==> src/sv/dwm_pkg.sv <==
package dwm_pkg;

  localparam int CMD_W       = 16;
  localparam int SUM_W       = CMD_W + 1;
  localparam int WHL_W       = 11;
  localparam int DB_W        = 10;
  localparam int WHEEL_LIMIT = 1000;
  localparam int DIV_BITS    = 10;
  localparam int REM_W       = 26;
  localparam int NSTG        = DIV_BITS + 3;

  typedef struct packed {
    logic                    direct;
    logic                    scale;
    logic signed [SUM_W-1:0] lraw;
    logic signed [SUM_W-1:0] rraw;
    logic                    lsign;
    logic                    rsign;
    logic [SUM_W-1:0]        divisor;
    logic [REM_W-1:0]        lrem;
    logic [REM_W-1:0]        rrem;
    logic [DIV_BITS-1:0]     lquo;
    logic [DIV_BITS-1:0]     rquo;
  } work_t;

endpackage

==> src/sv/differential_wheel_mixer.sv <==
// Channel   Direction  Handshake            Payload
// in        in         in_valid / in_stall  func, first_cmd, second_cmd
// out       out        out_valid/ out_stall left_cmd, right_cmd
// cfg       in         cfg_wr_en            cfg_wr_data (deadband)
//
// A request can enter every cycle while in_stall is low. The stages are: mix,
// magnitude and multiply by the wheel limit, ten restoring-division stages (one
// quotient bit each), then clamp and deadband into the output register.
// rst clears all stage valid bits and the deadband register.
// Each stage advances when its successor is empty or advancing, so bubbles
// collapse and a stalled output holds without loss.
module differential_wheel_mixer
  import dwm_pkg::*;
(
  input  logic                    clk,
  input  logic                    rst,
  input  logic                    in_valid,
  output logic                    in_stall,
  input  logic                    func,
  input  logic signed [CMD_W-1:0] first_cmd,
  input  logic signed [CMD_W-1:0] second_cmd,
  output logic                    out_valid,
  input  logic                    out_stall,
  output logic signed [WHL_W-1:0] left_cmd,
  output logic signed [WHL_W-1:0] right_cmd,
  input  logic                    cfg_wr_en,
  input  logic [DB_W-1:0]         cfg_wr_data
);

  logic [DB_W-1:0] deadband;
  logic [NSTG-1:0] valid;
  logic [NSTG-1:0] ready;
  work_t           pipe [NSTG-1];
  work_t           mix_next;
  work_t           scale_next;
  work_t           div_next [DIV_BITS];
  logic signed [WHL_W-1:0] left_next;
  logic signed [WHL_W-1:0] right_next;

  function automatic work_t div_step(work_t w, int unsigned sh);
    logic [REM_W-1:0] dsh;
    logic [REM_W:0]   lt;
    logic [REM_W:0]   rt;
    work_t            o;
    o   = w;
    dsh = REM_W'(w.divisor) << sh;
    lt  = {1'b0, w.lrem} - {1'b0, dsh};
    rt  = {1'b0, w.rrem} - {1'b0, dsh};
    if (!lt[REM_W]) begin
      o.lrem = lt[REM_W-1:0];
    end
    if (!rt[REM_W]) begin
      o.rrem = rt[REM_W-1:0];
    end
    o.lquo = {w.lquo[DIV_BITS-2:0], ~lt[REM_W]};
    o.rquo = {w.rquo[DIV_BITS-2:0], ~rt[REM_W]};
    return o;
  endfunction

  function automatic logic signed [WHL_W-1:0] finish_wheel(
    logic signed [SUM_W-1:0] raw,
    logic                    scale,
    logic                    sign,
    logic [DIV_BITS-1:0]     quo,
    logic [DB_W-1:0]         db
  );
    logic signed [WHL_W-1:0] c;
    logic [WHL_W-1:0]        m;
    if (scale) begin
      c = sign ? -$signed({1'b0, quo}) : $signed({1'b0, quo});
    end else if (raw > SUM_W'(WHEEL_LIMIT)) begin
      c = WHL_W'(WHEEL_LIMIT);
    end else if (raw < -SUM_W'(WHEEL_LIMIT)) begin
      c = -WHL_W'(WHEEL_LIMIT);
    end else begin
      c = raw[WHL_W-1:0];
    end
    m = c[WHL_W-1] ? WHL_W'(-c) : WHL_W'(c);
    return (m < {1'b0, db}) ? '0 : c;
  endfunction

  // handshake: a stage takes new data when empty or when it moves on
  always_comb begin
    ready[NSTG-1] = !valid[NSTG-1] || !out_stall;
    for (int i = NSTG - 2; i >= 0; i--) begin
      ready[i] = !valid[i] || ready[i+1];
    end
  end

  assign in_stall  = rst || !ready[0];
  assign out_valid = valid[NSTG-1];

  // mix stage
  always_comb begin
    mix_next        = '0;
    mix_next.direct = func;
    if (func) begin
      mix_next.lraw = SUM_W'(first_cmd);
      mix_next.rraw = SUM_W'(second_cmd);
    end else begin
      mix_next.lraw = SUM_W'(first_cmd) + SUM_W'(second_cmd);
      mix_next.rraw = SUM_W'(first_cmd) - SUM_W'(second_cmd);
    end
  end

  // magnitude, scale decision, dividend = magnitude * limit
  always_comb begin
    logic [SUM_W-1:0] lmag;
    logic [SUM_W-1:0] rmag;
    logic [SUM_W-1:0] big;
    scale_next       = pipe[0];
    lmag             = pipe[0].lraw[SUM_W-1] ? SUM_W'(-pipe[0].lraw) : SUM_W'(pipe[0].lraw);
    rmag             = pipe[0].rraw[SUM_W-1] ? SUM_W'(-pipe[0].rraw) : SUM_W'(pipe[0].rraw);
    big              = (lmag > rmag) ? lmag : rmag;
    scale_next.scale = !pipe[0].direct && (big > SUM_W'(WHEEL_LIMIT));
    scale_next.lsign = pipe[0].lraw[SUM_W-1];
    scale_next.rsign = pipe[0].rraw[SUM_W-1];
    scale_next.divisor = big;
    scale_next.lrem  = REM_W'(lmag) * REM_W'(WHEEL_LIMIT);
    scale_next.rrem  = REM_W'(rmag) * REM_W'(WHEEL_LIMIT);
    scale_next.lquo  = '0;
    scale_next.rquo  = '0;
  end

  // one quotient bit per stage, most significant first
  always_comb begin
    for (int k = 0; k < DIV_BITS; k++) begin
      div_next[k] = div_step(pipe[k+1], DIV_BITS - 1 - k);
    end
  end

  always_comb begin
    left_next  = finish_wheel(pipe[NSTG-2].lraw, pipe[NSTG-2].scale, pipe[NSTG-2].lsign,
                              pipe[NSTG-2].lquo, deadband);
    right_next = finish_wheel(pipe[NSTG-2].rraw, pipe[NSTG-2].scale, pipe[NSTG-2].rsign,
                              pipe[NSTG-2].rquo, deadband);
  end

  always_ff @(posedge clk) begin
    if (rst) begin
      valid    <= '0;
      deadband <= '0;
    end else begin
      if (cfg_wr_en) begin
        deadband <= cfg_wr_data;
      end
      if (ready[0]) begin
        valid[0] <= in_valid;
      end
      for (int i = 1; i < NSTG; i++) begin
        if (ready[i]) begin
          valid[i] <= valid[i-1];
        end
      end
    end
  end

  always_ff @(posedge clk) begin
    if (ready[0] && in_valid) begin
      pipe[0] <= mix_next;
    end
    if (ready[1] && valid[0]) begin
      pipe[1] <= scale_next;
    end
    for (int k = 0; k < DIV_BITS; k++) begin
      if (ready[k+2] && valid[k+1]) begin
        pipe[k+2] <= div_next[k];
      end
    end
    if (ready[NSTG-1] && valid[NSTG-2]) begin
      left_cmd  <= left_next;
      right_cmd <= right_next;
    end
  end

endmodule
==> config.mk <==
export PLATFORM = sky130hd
export DESIGN_NAME = differential_wheel_mixer
export DESIGN_NICKNAME = d
export VERILOG_FILES = /design/src/sv/dwm_pkg.sv /design/src/sv/differential_wheel_mixer.sv
export SDC_FILE = /design/constraint.sdc
export NUM_CORES = 2
export LEC_CHECK = 0
export BUFFER_PORTS_ARGS = -buffer_cell sky130_fd_sc_hd__buf_2
export CORE_UTILIZATION = 50
export CTS_CLUSTER_DIAMETER = 30
export DETAILED_ROUTE_END_ITERATION = 10
export GPL_TIMING_DRIVEN = 0
export PLACE_DENSITY = 0.65
export SETUP_SLACK_MARGIN = 0.2
export SYNTH_ARGS = -nofsm -noshare
export SYNTH_HDL_FRONTEND = slang
export SYNTH_SLANG_ARGS = --single-unit
export TNS_END_PERCENT = 20
==> constraint.sdc <==
create_clock -name clk -period 13.6 [get_ports clk]
set_input_delay 0.68 -clock clk [delete_from_list [all_inputs] [get_ports clk]]
set_output_delay 0.68 -clock clk [all_outputs]
set_load 0.005 [all_outputs]
==> results.toml <==
[status]
outcome = "finished, final reports clean"

[clock_network]
ctsHoldBuffers = 0
insertion_delay_ps = 810
cts_setup_buffers = 0
cts_made_buffers = 234
htreeDepth = 4
cts_resized = 0
clock-sinks = 1197
clkTransAtPathRegs_ps = 50
root_buffer = "clkbuf_16"
clockBufferDepth = 3
cts_tree = "done"

[final_layout]
drive_gt1_share_pct = 11.60
fin_area_sq_um = 77100
area_growth_pct = 17.16
final_cells = 7744
nFillCells = 10220
antennaDiodeCount = 0
multi_input_area_sq_um = 27970
fin_nets = 6471
seqCellArea_sq_um = 35710

[floorplanning]
ios = 72
core_area_sq_um = 130000
die_h_microns = 364.8
rows = 132
start_util_pct = 50.63
fp.dieW_microns = 364.8
dieArea_sq_um = 133100

[drt]
dr.pass1.iters = 5
vias = 41910
antenna_left = 0
drcViolationCount = 0
first_iter_violations = 2279
wl_per_cell_microns = 17.85
routed_via_density = 5.412
wl_mm = 138.2

[power_and_ir_drop]
peakVddDrop_uv = 540.7
p_leak_nw = 29.77
p_per_area_nw_per_um2 = 216.7
power_mw = 16.71

[worst_setup_path]
critPathRequiredTime_ps = 14150
cp_max_fo = 12
crit_path_end_kind = "register"
worstSetupPathType = "register to register"
cp.arrival_ps = 7840
cp-start-kind = "register"

[global_routing]
grt_pass1_wl_mm = 222.5
grt_max_degree = 39
grtUsageTotal_pct = 21.12
grt.overflow.total = 0
antenna_found_initial = 0
grt_pass1_vias = 43070

[synth]
ys_warn_count = 0
yosys_register_bits = 1197
synth_cells = 5464
avgSynthCellArea_sq_um = 12.04
synth.net_count = 6132
synth_seq_area_share_pct = 54.27
synth-edff-count = 1174
synthFlopType = "edfxtp_1"
syn_area_sq_um = 65810
synthArstFlopShare_pct = 0
synth.distinct_cells = 80

[timing]
worst_slew_pin_slew_ps = 1273
slew_viol_final = 0
post-route-period-util_pct = 53.61
skew_ps = 29.62
setup_tns_ps = 0
setup_viol = 0
fmaxAchievable_ghz = 0.1371
hold_viol = 0
slew_headroom_pct = 14.04
period_minus_slack_ps = 7292
whs_ps = 107.1
rsz0062_at_grt = "false"

[placed_design]
dp.cells = 7308
place_area_sq_um = 69110
gp_congestion = 0.8923
dpl.hpwl_mm = 104.9
io_buffer_count = 70

[job]
max_cap_viol_count = 0

[worst_hold_path]
hold_class = "input port to register"
[layer usage]
| metal | vias to the layer above | global-route usage [%] | share of wire, % |
|---|---|---|---|
| met2 | 818 | 37.77 | 51 |
| met1 | 19990 | 24.87 | 42 |
| met4 | 0 | 9.779 | 4.1 |
| met5 | - | 0 | 0 |
| li1 | 20790 | - | - |
| met3 | 311 | 3.154 | 3.3 |
[worst max-delay path: stages, from the launching register on]
cell      delay [ps]
edfxtp_1         670
inv_1            180
ha_1             220
inv_1             90
or3_1            400
or3_1            400
o31ai_1          270
xor2_1           790
inv_1            430
ha_1             410
inv_1             50
fa_1             520
inv_1             50
fa_1             490
inv_1             50
fa_1             490
inv_1             40
ha_1             350
nand3_1          110
a211oi_1          60
or3_1            440
a31o_2           240
a21oi_1          160
xnor2_1           90
[cells in the mapped netlist (all sizes together), types with 15 or more instances]
| master | n | area (sq um) |
|---|---|---|
| edfxtp | 1174 | 35250 |
| inv | 510 | 1914 |
| ha | 498 | 6231 |
| nor2 | 391 | 1468 |
| nand2 | 336 | 1261 |
| a21oi | 304 | 1521 |
| o21ai | 295 | 1476 |
| xnor2 | 239 | 2101 |
| xor2 | 150 | 1333 |
| nor3 | 135 | 675.7 |
| mux2 | 132 | 1486 |
| fa | 122 | 2442 |
| nand2b | 81 | 506.7 |
| nor2b | 81 | 506.7 |
| o21a | 81 | 608.1 |
| a21o | 76 | 570.6 |
| clkbuf | 69 | 259.0 |
| nand3 | 65 | 325.3 |
| o31ai | 52 | 390.4 |
| or3 | 51 | 319.1 |
| a211oi | 48 | 360.4 |
| mux2i | 45 | 450.4 |
| a31oi | 43 | 269.0 |
| and3 | 39 | 244.0 |
| o41ai | 37 | 369.1 |
| and2 | 30 | 187.7 |
| o21bai | 30 | 225.2 |
| nor4 | 28 | 175.2 |
| dfxtp | 23 | 460.4 |
| o211ai | 22 | 165.2 |
| or2 | 22 | 137.6 |
| o31a | 21 | 183.9 |
| a21boi | 17 | 127.6 |
| buf | 15 | 62.56 |
[final timing paths]
check                       from            to  slack (ps)  cells past startpoint
setup / recovery     pipe[0][91]  pipe[0][172]        6310                     23
hold reg to reg     pipe[2][238]  pipe[2][365]         400                      0
setup reg to reg     pipe[0][91]  pipe[0][172]        6310                     23
hold / removal    cfg_wr_data[9]   deadband[9]         110                      3
[cell families (layout without fill, tap and decap cells)]
kind of cell	Yosys count	after routing	synth area share, %
AND/OR/NAND/NOR	1322	1322	9.570
flip-flops	1197	1197	54.27
AO/OA/AOI/OAI	1162	1162	11.39
XOR/XNOR	389	389	5.217
buffers and inverters	596	1134	3.409
multiplexers	177	177	2.943
adder cells (fa/ha/maj)	621	621	13.20
[registers in the layout, summed over array words and instances (netlist names)]
name and cells:
pipe 1152, valid 13, left_cmd 11, right_cmd 11, deadband 10
[metrics by stage]
stage | utilization (%) | setup slack (ps)
after CTS | 59.31 | 6336
after floorplan | - | 3372
final | 59.32 | 6308
after global placement | 52.57 | 77.41
after global routing | 59.32 | 5930
after detailed placement | 53.17 | 6371
[cells in the final DEF, fill, tap and decap left out, types with 39 or more instances in the layout]
cell,count
fa_1,122
clkbuf_16,235
mux2_2,132
clkinv_2,43
ha_1,498
clkbuf_1,89
xor2_1,149
nand2b_1,81
buf_2,75
and3_1,39
o21a_1,81
a21o_1,76
edfxtp_1,1174
xnor2_1,238
o21ai_0,292
inv_1,506
nor3_1,135
a21oi_1,304
nor2b_1,75
nor2_1,391
mux2i_1,45
or3_1,51
nand2_1,336
a211oi_1,48
nand3_1,65
a31oi_1,41
o31ai_1,52
[report_power, final]
group	total (mW)	leakage (nW)	switching (mW)	internal, mW
Combinational	6.35	15.2	3.58	2.77
Clock	5.63	3.85	1.94	3.69
Sequential	4.72	10.7	0.123	4.60
Total	16.7	29.8	5.65	11.1
[final cells by class]
cell class | instances | area share (%)
sequential | 1197 | 46.32
multi-input combinational | 3671 | 36.28
clock buffer | 255 | 7.725
tap | 1742 | 2.827
clock inverter | 180 | 2.631
inverter | 512 | 2.493
timing repair buffer | 103 | 1.305
buffer | 84 | 0.4171
No activity file was read; power rests on OpenSTA's default activity.
